### src/rtl/dbscan_point_clustering_defines.svh
// ----------------------------------------------------------------------------
// dbscan_point_clustering_defines
// Assertion macros for the point clustering block.
// ----------------------------------------------------------------------------
`ifndef DBSCAN_POINT_CLUSTERING_DEFINES_SVH
`define DBSCAN_POINT_CLUSTERING_DEFINES_SVH
// Assert that a condition implies a consequence in the same cycle.
`define DBS_ASSERT_IMPL(label, clk, rst, cond, cons, msg) \
   label: assert property (@(posedge clk) disable iff (rst) (cond) |-> (cons)) else $error(msg);
// Assert that a condition implies a consequence in the next cycle.
`define DBS_ASSERT_NEXT(label, clk, rst, cond, cons, msg) \
   label: assert property (@(posedge clk) disable iff (rst) (cond) |=> (cons)) else $error(msg);
`endif

### src/rtl/dbs_pkg.sv
// ----------------------------------------------------------------------------
// dbs_pkg
// Shared widths and types of the point clustering block.
// ----------------------------------------------------------------------------
package dbs_pkg;
   localparam int MAX_POINTS = 64;
   localparam int COORD_BITS = 16;
   localparam int IDX_BITS   = (MAX_POINTS > 1) ? $clog2(MAX_POINTS) : 1;
   localparam int CNT_BITS   = $clog2(MAX_POINTS + 1);
   localparam int LBL_BITS   = 7;
   localparam int DIFF_BITS  = COORD_BITS + 1;
   localparam int SQ_BITS    = 2 * DIFF_BITS + 1;

   localparam logic [1:0] REG_RADIUS     = 2'd0;
   localparam logic [1:0] REG_MIN_POINTS = 2'd1;

   typedef enum logic [3:0] {
      ST_LOAD,
      ST_SCAN_P,
      ST_CNT,
      ST_CNT_WAIT,
      ST_ENQ,
      ST_ENQ_WAIT,
      ST_POP,
      ST_POP_WAIT,
      ST_EMIT,
      ST_EMIT_WAIT,
      ST_CLEAR
   } state_type;

   // Memory access request from the sequencer to the point store.
   typedef struct packed {
      logic                wr_en;
      logic [IDX_BITS-1:0] wr_addr;
      logic [COORD_BITS-1:0] wr_x;
      logic [COORD_BITS-1:0] wr_y;
      logic [IDX_BITS-1:0] rd_addr;
   } pt_req_type;
endpackage

### src/rtl/dbs_point_store.sv
// ----------------------------------------------------------------------------
// dbs_point_store
// Coordinate memory, one write and one registered read per cycle.
// ----------------------------------------------------------------------------
module dbs_point_store (
   input  logic                             clock,
   input  dbs_pkg::pt_req_type              req,
   output logic [dbs_pkg::COORD_BITS-1:0]   rd_x,
   output logic [dbs_pkg::COORD_BITS-1:0]   rd_y
);
   logic [2*dbs_pkg::COORD_BITS-1:0] mem [dbs_pkg::MAX_POINTS];
   logic [2*dbs_pkg::COORD_BITS-1:0] rd_ff;

   always_ff @(posedge clock) begin
      if (req.wr_en) begin
         mem[req.wr_addr] <= {req.wr_x, req.wr_y};
      end
      rd_ff <= mem[req.rd_addr];
   end

   assign rd_x = rd_ff[2*dbs_pkg::COORD_BITS-1:dbs_pkg::COORD_BITS];
   assign rd_y = rd_ff[dbs_pkg::COORD_BITS-1:0];
endmodule

### config.mk
export PLATFORM = sky130hd
export DESIGN_NAME = dbs_point_store
export DESIGN_NICKNAME = d
export VERILOG_FILES = /design/src/rtl/dbscan_point_clustering_defines.svh /design/src/rtl/dbs_pkg.sv /design/src/rtl/dbs_point_store.sv
export SDC_FILE = /design/constraint.sdc
export NUM_CORES = 2
export LEC_CHECK = 0
export ABC_AREA = 1
export BUFFER_PORTS_ARGS = -buffer_cell sky130_fd_sc_hd__clkbuf_2
export CAP_MARGIN = 20
export CORE_MARGIN = 2
export CORE_UTILIZATION = 55
export DETAILED_ROUTE_END_ITERATION = 8
export PLACE_DENSITY_LB_ADDON = 0.1
export SYNTH_ARGS = -nofsm -noshare
export SYNTH_HDL_FRONTEND = slang
export SYNTH_SLANG_ARGS = --single-unit
### constraint.sdc
create_clock -name clock -period 5.3 [get_ports clock]
set_input_delay 0.795 -clock clock [delete_from_list [all_inputs] [get_ports clock]]
set_output_delay 0.795 -clock clock [all_outputs]
set_load 0.005 [all_outputs]
==> flow_summary.json <==
{
  "finalCritPeriodShare": 0.547,
  "clockRootBuffer": "clkbuf_16",
  "hold_viol": 0,
  "fill_cells": 11600,
  "ys_seq_area_frac": 0.751,
  "coreArea_sq_um": 150000,
  "status": "complete, no violations",
  "clkPwrFrac": 0.421,
  "h-tree-depth": 4,
  "clk-insertion-delay-late_ns": 0.83,
  "synthTopCellsByArea": "edfxtp_1, nand3_1, nand2_1",
  "cts_sinks": 2080,
  "cp_max_fo": 132,
  "worst_pin_slew_ns": 1.15,
  "worstSetupPathType": "in -> reg",
  "slew_violations": 0,
  "synth_seq_cells": 2080,
  "use_met3": 0.0580,
  "drt_wl_total_mm": 235,
  "ys_types": 16,
  "setup_tns_ns": 0,
  "gp_congestion": 0.859,
  "clkSlewWorstSetupHoldPaths_ns": 0.06,
  "nets": 6826,
  "p_int_mw": 27.3,
  "end_kind": "flip-flop",
  "slowest_stage": "inv_8",
  "syn_area_sq_um": 82700,
  "viasPerCell": 5.99,
  "grt_usage": 0.307,
  "dieHeight_um": 392,
  "use_met2": 0.472,
  "swShare": 0.225,
  "grt_max_degree": 197,
  "min_period_ns": 2.90,
  "initial_core_util": 0.553,
  "clockBufferDepth": 3,
  "drt-initial-drc-count": 6670,
  "die_area_sq_um": 154000,
  "combPwrFrac": 0.060,
  "grt_first_pass_wirelength_mm": 343,
  "grt_pass1_vias": 50300,
  "path_cells": "buf_8, inv_8, buf_4, nand3_1, nand3_1, nand3_1, nand2_1, nand2_1, nand2_1",
  "hold_path_class": "in -> reg",
  "powerDensity_nw_per_um2": 381,
  "cts_made_buffers": 207,
  "postCtsHoldBufs": 0,
  "worstPathRequired_ns": 6.07,
  "area_growth_pct": 11.8,
  "rsz0062_at_grt": "no",
  "start_kind": "primary input",
  "syn-mean-instance-area_sq_um": 12.2,
  "drive_gt1_frac": 0.0911,
  "fin_hold_ws_ns": 0.291,
  "slew-limit-headroom": 0.230,
  "critPathArrivalTime_ns": 3.67,
  "num_vias": 53800,
  "dp_hpwl_mm": 126,
  "postLayoutSetupSlackWorst_ns": 2.40,
  "cts_setup_buffers": 0,
  "gr-usage-met1": 0.440,
  "seqPwrFrac": 0.519,
  "gr-max-usage-layer": "met2",
  "overflow": 0,
  "synth_largest_area_cell": "edfxtp_1",
  "synth_top_area_frac": 0.743,
  "skew_ns": 0.0217,
  "clock.fmax_ghz": 0.345,
  "antenna_found_initial": 11,
  "cts_tree": "yes",
  "portBuffers": 77,
  "syn-num-nets": 6815,
  "yosys_warnings": 0,
  "cts_resized": 0,
  "dr.pass1.iters": 6,
  "synthCells": 6769,
  "p_sw_mw": 7.92,
  "ios": 78,
  "routedWlPerCell_um": 26.2,
  "maxCapViolCount": 0,
  "drc": 0,
  "r2r_slack_ns": 3.61,
  "num_rows": 142,
  "place_ws_ns": 1.52,
  "p_leak_nw": 32.6,
  "die_w_um": 392,
  "finalSetupViolations": 0,
  "cp_slowest_stage_delay_ns": 0.85,
  "antenna_left": 0,
  "peakVddDrop_v": 0.000275
}
[power groups by stage]
| stage | Combinational, mW | Sequential (mW) | Clock (mW) |
|---|---|---|---|
| floorplan | 1.12 | 18.6 | 0 |
| global placement | 2.06 | 18.6 | 0 |
| detailed placement | 2.08 | 18.6 | 0 |
| CTS | 2.09 | 18.3 | 14.9 |
| global route | 2.27 | 18.3 | 15.6 |
| finish | 2.11 | 18.3 | 14.8 |
[registers in the layout (all words and copies together) (netlist names)]
register	count
mem	2048
rd_ff	32
[layer usage]
layer	wire, um	up-vias
met2	109000	2640
met3	23000	410
met5	52	-
met4	8380	8
met1	95300	26600
li1	-	24200
[worst paths after layout]
kind / from / end / cells after the start
worst max-delay path: req[2] / rd_ff[19] / 9
worst min-delay path: req[36] / mem[51][30] / 1
worst max register to register: mem[27][22] / rd_ff[22] / 8
worst min register to register: mem[46][22] / rd_ff[22] / 8
[cell families after synthesis]
kind of cell  share of synthesized area
flops                             0.751
buf+inv                          0.0278
simple gates                      0.221
[stage by stage]
stage	area (sq um)	instances	total power, mW	util
after floorplan	82700	6769	19.7	-
after global placement	85600	8584	20.7	0.572
after detailed placement	85600	8587	20.7	0.572
after CTS	92500	8977	35.3	0.618
after global routing	92500	8977	36.2	0.618
final	92500	8981	35.2	0.618
[area by class of cell]
type                       count  area [sq um]  share of cell area
clock inverter               130          1380              0.0149
tap                         2016          2520              0.0273
antenna                        4          10.0            0.000108
multi-input combinational   4228         18800               0.203
sequential                  2080         62100               0.672
timing repair buffer         251          2110              0.0228
clock buffer                 260          5500              0.0595
inverter                      12          81.3            0.000879
[cell usage after synthesis (all sizes together)]
| master | count |
|---|---|
| nand2 | 2248 |
| inv | 12 |
| dfxtp | 32 |
| nand4 | 9 |
| buf | 372 |
| nor4 | 8 |
| clkbuf | 77 |
| nor2 | 56 |
| nand3 | 1907 |
| edfxtp | 2048 |
[critical path: cells and delay by family]
family	cells	cell delay, ns
and+or+nand+nor	6	1.07
buffers and inverters	3	1.57
[cells in the final DEF (no fill, tap or decap), drive strengths merged]
| cell | count |
|---|---|
| nor4 | 8 |
| nor2 | 56 |
| bufinv | 26 |
| edfxtp | 2048 |
| nand4 | 9 |
| nand2 | 2248 |
| clkinvlp | 6 |
| buf | 192 |
| clkinv | 88 |
| dfxtp | 32 |
| nand3 | 1907 |
| clkbuf | 319 |
| diode | 4 |
| inv | 22 |
No activity file was read; power rests on OpenSTA's default activity.
