[src/rtl/dbscan_point_clustering_defines.svh]
// ----------------------------------------------------------------------------
// dbscan_point_clustering_defines
// Assertion macros for the point clustering block.
// ----------------------------------------------------------------------------
`ifndef DBSCAN_POINT_CLUSTERING_DEFINES_SVH
`define DBSCAN_POINT_CLUSTERING_DEFINES_SVH
// Assert that a condition implies a consequence in the same cycle.
`define DBS_ASSERT_IMPL(label, clk, rst, cond, cons, msg) \
   label: assert property (@(posedge clk) disable iff (rst) (cond) |-> (cons)) else $error(msg);
// Assert that a condition implies a consequence in the next cycle.
`define DBS_ASSERT_NEXT(label, clk, rst, cond, cons, msg) \
   label: assert property (@(posedge clk) disable iff (rst) (cond) |=> (cons)) else $error(msg);
`endif

[src/rtl/dbs_pkg.sv]
// ----------------------------------------------------------------------------
// dbs_pkg
// Shared widths and types of the point clustering block.
// ----------------------------------------------------------------------------
package dbs_pkg;
   localparam int MAX_POINTS = 64;
   localparam int COORD_BITS = 16;
   localparam int IDX_BITS   = (MAX_POINTS > 1) ? $clog2(MAX_POINTS) : 1;
   localparam int CNT_BITS   = $clog2(MAX_POINTS + 1);
   localparam int LBL_BITS   = 7;
   localparam int DIFF_BITS  = COORD_BITS + 1;
   localparam int SQ_BITS    = 2 * DIFF_BITS + 1;

   localparam logic [1:0] REG_RADIUS     = 2'd0;
   localparam logic [1:0] REG_MIN_POINTS = 2'd1;

   typedef enum logic [3:0] {
      ST_LOAD,
      ST_SCAN_P,
      ST_CNT,
      ST_CNT_WAIT,
      ST_ENQ,
      ST_ENQ_WAIT,
      ST_POP,
      ST_POP_WAIT,
      ST_EMIT,
      ST_EMIT_WAIT,
      ST_CLEAR
   } state_type;

   // Memory access request from the sequencer to the point store.
   typedef struct packed {
      logic                wr_en;
      logic [IDX_BITS-1:0] wr_addr;
      logic [COORD_BITS-1:0] wr_x;
      logic [COORD_BITS-1:0] wr_y;
      logic [IDX_BITS-1:0] rd_addr;
   } pt_req_type;
endpackage

[src/rtl/dbs_dist.sv]
// ----------------------------------------------------------------------------
// dbs_dist
// Two-stage squared distance test against the squared radius.
// ----------------------------------------------------------------------------
module dbs_dist (
   input  logic                             clock,
   input  logic [dbs_pkg::COORD_BITS-1:0]   ax,
   input  logic [dbs_pkg::COORD_BITS-1:0]   ay,
   input  logic [dbs_pkg::COORD_BITS-1:0]   bx,
   input  logic [dbs_pkg::COORD_BITS-1:0]   by,
   input  logic [15:0]                      radius,
   output logic                             near
);
   localparam int DB = dbs_pkg::DIFF_BITS;
   logic signed [DB-1:0] dx, dy;
   logic [DB-1:0] adx, ady;
   logic [2*DB-1:0] sqx_ff, sqy_ff, sqx_in, sqy_in;
   logic [31:0] rr_ff, rr_in;
   logic [dbs_pkg::SQ_BITS-1:0] sum;

   always_comb begin
      dx = DB'($signed(ax)) - DB'($signed(bx));
      dy = DB'($signed(ay)) - DB'($signed(by));
      adx = dx[DB-1] ? DB'(-dx) : DB'(dx);
      ady = dy[DB-1] ? DB'(-dy) : DB'(dy);
      sqx_in = adx * adx;
      sqy_in = ady * ady;
      rr_in = radius * radius;
      sum = dbs_pkg::SQ_BITS'(sqx_ff) + dbs_pkg::SQ_BITS'(sqy_ff);
      near = (dbs_pkg::SQ_BITS + 32)'(sum) <= (dbs_pkg::SQ_BITS + 32)'(rr_ff);
   end

   always_ff @(posedge clock) begin
      sqx_ff <= sqx_in;
      sqy_ff <= sqy_in;
      rr_ff <= rr_in;
   end
endmodule

[config.mk]
export PLATFORM = sky130hd
export DESIGN_NAME = dbs_dist
export DESIGN_NICKNAME = d
export VERILOG_FILES = /design/src/rtl/dbscan_point_clustering_defines.svh /design/src/rtl/dbs_pkg.sv /design/src/rtl/dbs_dist.sv
export SDC_FILE = /design/constraint.sdc
export NUM_CORES = 2
export LEC_CHECK = 0
export ABC_AREA = 1
export BUFFER_PORTS_ARGS = -buffer_cell sky130_fd_sc_hd__buf_2
export CORE_ASPECT_RATIO = 0.5
export CORE_MARGIN = 5
export CORE_UTILIZATION = 36
export DETAILED_ROUTE_END_ITERATION = 12
export PLACE_DENSITY = 0.57
export SLEW_MARGIN = 0
export SYNTH_ARGS = -nofsm -noshare
export SYNTH_HDL_FRONTEND = slang
export SYNTH_SLANG_ARGS = --single-unit
[constraint.sdc]
create_clock -name clock -period 11.1 [get_ports clock]
set_input_delay 0.555 -clock clock [delete_from_list [all_inputs] [get_ports clock]]
set_output_delay 0.555 -clock clock [all_outputs]
set_load 0.02 [all_outputs]
==> results.tsv <==
stage	metric	value	unit
min_path	sink of the worst hold path	rr_ff[0]$_DFF_P_	
yosys	Main synth FF type	dfxtp_1	
floorplan	DIE AREA	95500	sq um
detailed_routing	# DRC	0	
timing	Max Freq	119	MHz
clock_tree	Resized Gates After CTS	0	
layout	commonest non-fill, non-tap cells in the layout	1,170 x inv_1, 773 x nand2_1, 549 x fa_1	
clock_tree	clock buffer depth	2	
yosys	Mapped Cells	4156	
critical_path	CP endpoint kind	flop	
clock_tree	clock buffer count from CTS	9	
floorplan	FP Rows	77	
job	max_cap viols	0	
clock_tree	H-tree levels	3	
floorplan	initial core utilization	36.3	%
placement	HPWL after DPL	68300	microns
floorplan	Die Height	221	microns
detailed_routing	Vias/cell	4.62	
clock_tree	CTS Sinks	97	
layout	area growth from synthesis to layout	5.90	%
yosys	synthesized flop and latch total	97	
clock_tree	clock root buffer master	clkbuf_16	
timing	# setup viols final	0	
global_route	gr usage total	16.3	%
min_path	Worst Hold Launch	radius[0]	
detailed_routing	Starting DRT DRC Count	1320	
detailed_routing	final WL	77100	microns
global_route	total congestion overflow	0	
critical_path	slowest stage delay, CP	0.70	ns
critical_path	WS Path Type	in -> reg	
yosys	mapped cell area	32100	sq um
timing	Final WS setup	2.68	ns
min_path	hold crit path type	in -> reg	
yosys	post-synthesis sequential area ratio	6.05	%
yosys	dominant cell type by area after synthesis	fa_1	
yosys	number of flops mapped to enable cells by yosys	0	
critical_path	CP Launch Type	input pin	
critical_path	Critical Path RT	11.38	ns
clock_tree	TritonCTS clock tree	yes	
timing	slew margin rel.	40.7	%
layout	share of cells above drive strength 1	6.05	%
critical_path	critical-path maximum fanout	23	
detailed_routing	Vias	24966	
layout	Nets	5248	
yosys	synthesized area per cell	7.72	sq um
floorplan	Ports	82	
timing	Setup TNS	0	ns
run_status	run status	complete, no violations	
yosys	dominant cells by area after synthesis	fa_1 34%, ha_1 16%, inv_1 14%	
detailed_routing	WL per Instance	14.3	microns
min_path	hold-critical path depth	1	
timing	fin crit period	8.42	ns
layout	Antenna diodes	0	
timing	pins over their slew limit	0	
floorplan	Die W	432	microns
critical_path	CP max stage cell	xnor2_2	
clock_tree	postcts setup bufs	0	
placement	pre-CTS WS	2.39	ns
global_route	vias in the first global route	26038	
yosys	FFs w/ async S/R, synth	0	%
yosys	Distinct cells, synth	58	
clock_tree	hold_buf cts	0	
critical_path	arrival time at the worst endpoint	8.70	ns
detailed_routing	Post-DRT Antenna Nets	0	
timing	final hold vios	0	
placement	IO Port Bufs	81	
global_route	largest net degree at the start of global routing	24	
floorplan	Core ar.	88300	sq um
detailed_routing	drt first pass iters	8	
layout	# fillers	9220	
timing	Worst-Margin Slew	0.886	ns
global_route	first-pass GRT wire length	130000	microns
yosys	synthesis warning total	0	
yosys	Yosys top cell area share	34.3	%
global_route	antenna violations before repair	0	
timing	period utilization	75.9	%
timing	RSZ-0062 raised after global routing	no	
placement	GP Congestion	0.925	
clock_tree	Worst-path clk slew	0.07	ns
layout	commonest non-fill, non-tap cell in the layout	inv_1	
## routing by layer
layer | vias up | wire length (microns) | global-route usage, %
met4 | 0 | 981 | 2.38
li1 | 12391 | - | -
met1 | 12111 | 38300 | 24.1
met3 | 55 | 2680 | 0.977
met2 | 409 | 35200 | 26.9
met5 | - | 0 | 0
## logic make-up (layout without fill, tap and decap cells)
kind of cell    count (synthesis)  in the layout  share of synthesized area [%]
compound gates                331            331                           6.04
xor+xnor                      142            142                           4.26
fa+ha+maj                     957            957                           50.2
buf+inv                      1272           1309                           15.3
flops                          97             97                           6.05
other cells                     2             24                         0.0234
simple gates                 1355           1355                           18.1
## layout make-up
type                       instances  area (sq um)  area share, %
clock buffer                      11           243          0.715
clock inverter                     5          31.3         0.0921
inverter                        1210          4550           13.4
multi-input combinational       2809         25300           74.5
sequential                        97          1940           5.72
tap                             1185          1480           4.36
timing repair buffer              83           420           1.24
## metrics by stage
stage               utilization [%]  hold WS [ns]  instances  cell area (sq um)
CTS                            38.4         0.546       5400              34000
detailed placement             38.1         0.911       5384              33700
global route                   38.4         0.550       5400              34000
global placement               38.1         0.915       5384              33700
floorplan                         -         0.583       4178              32200
finish                         38.4         0.553       5400              34000
## state kept, by name, indices dropped and copies added (netlist names)
signal / count
rr_ff: 31
sqx_ff: 33
sqy_ff: 33
## worst max-delay path by stage
stage | startpoint | end | slack [ns] | cells past startpoint
6_report | ay[0] | sqy_ff[31]$_DFF_P_ | 2.68 | 39
5_1_grt | ay[0] | sqy_ff[30]$_DFF_P_ | 2.09 | 35
4_1_cts | ay[0] | sqy_ff[31]$_DFF_P_ | 2.74 | 39
3_5_place_dp | ay[0] | sqy_ff[31]$_DFF_P_ | 2.39 | 39
3_3_place_gp | ay[0] | sqy_ff[30]$_DFF_P_ | 2.51 | 33
2_1_floorplan | ay[0] | sqy_ff[30]$_DFF_P_ | 3.73 | 36
## synth_stat cells, types with 3 or more instances
master and instances:
a21o_1 27, and2_1 6, nand3_1 142, buf_6 9, o21a_1 4, a31oi_1 15, nor4_1 10, o21bai_1 10
o211ai_1 3, o31ai_1 4, or2_1 3, nand3b_1 6, nand2_1 773, xor2_1 85, xnor2_1 48, ha_1 408
fa_1 549, nand4_1 24, o221ai_1 3, a211oi_1 3, a21boi_0 9, clkbuf_1 36, nor2_4 6, buf_4 11
nand3_2 14, xor2_4 4, nand2_2 39, o21ai_2 4, o21ai_4 3, nor3_1 23, o2111ai_1 3, inv_1 1170
o21ai_0 65, a21oi_1 171, dfxtp_1 97, nor2_1 268, or2_2 5, inv_2 38, nand2_4 7, nor2_2 23
buf_2 3
## worst max-delay path: cells and delay by family
kind                       cells  cell delay, ns
AOI/OAI and AO/OA              2            0.55
and+or+nand+nor               16            1.94
adders and majority gates      9            3.87
buffers and inverters         10            0.93
xor gates and xnor gates       2            0.83
Power is left out: the tool's default activity adds up to more than one toggle a clock period on the data nets, which glitch-free logic cannot reach.
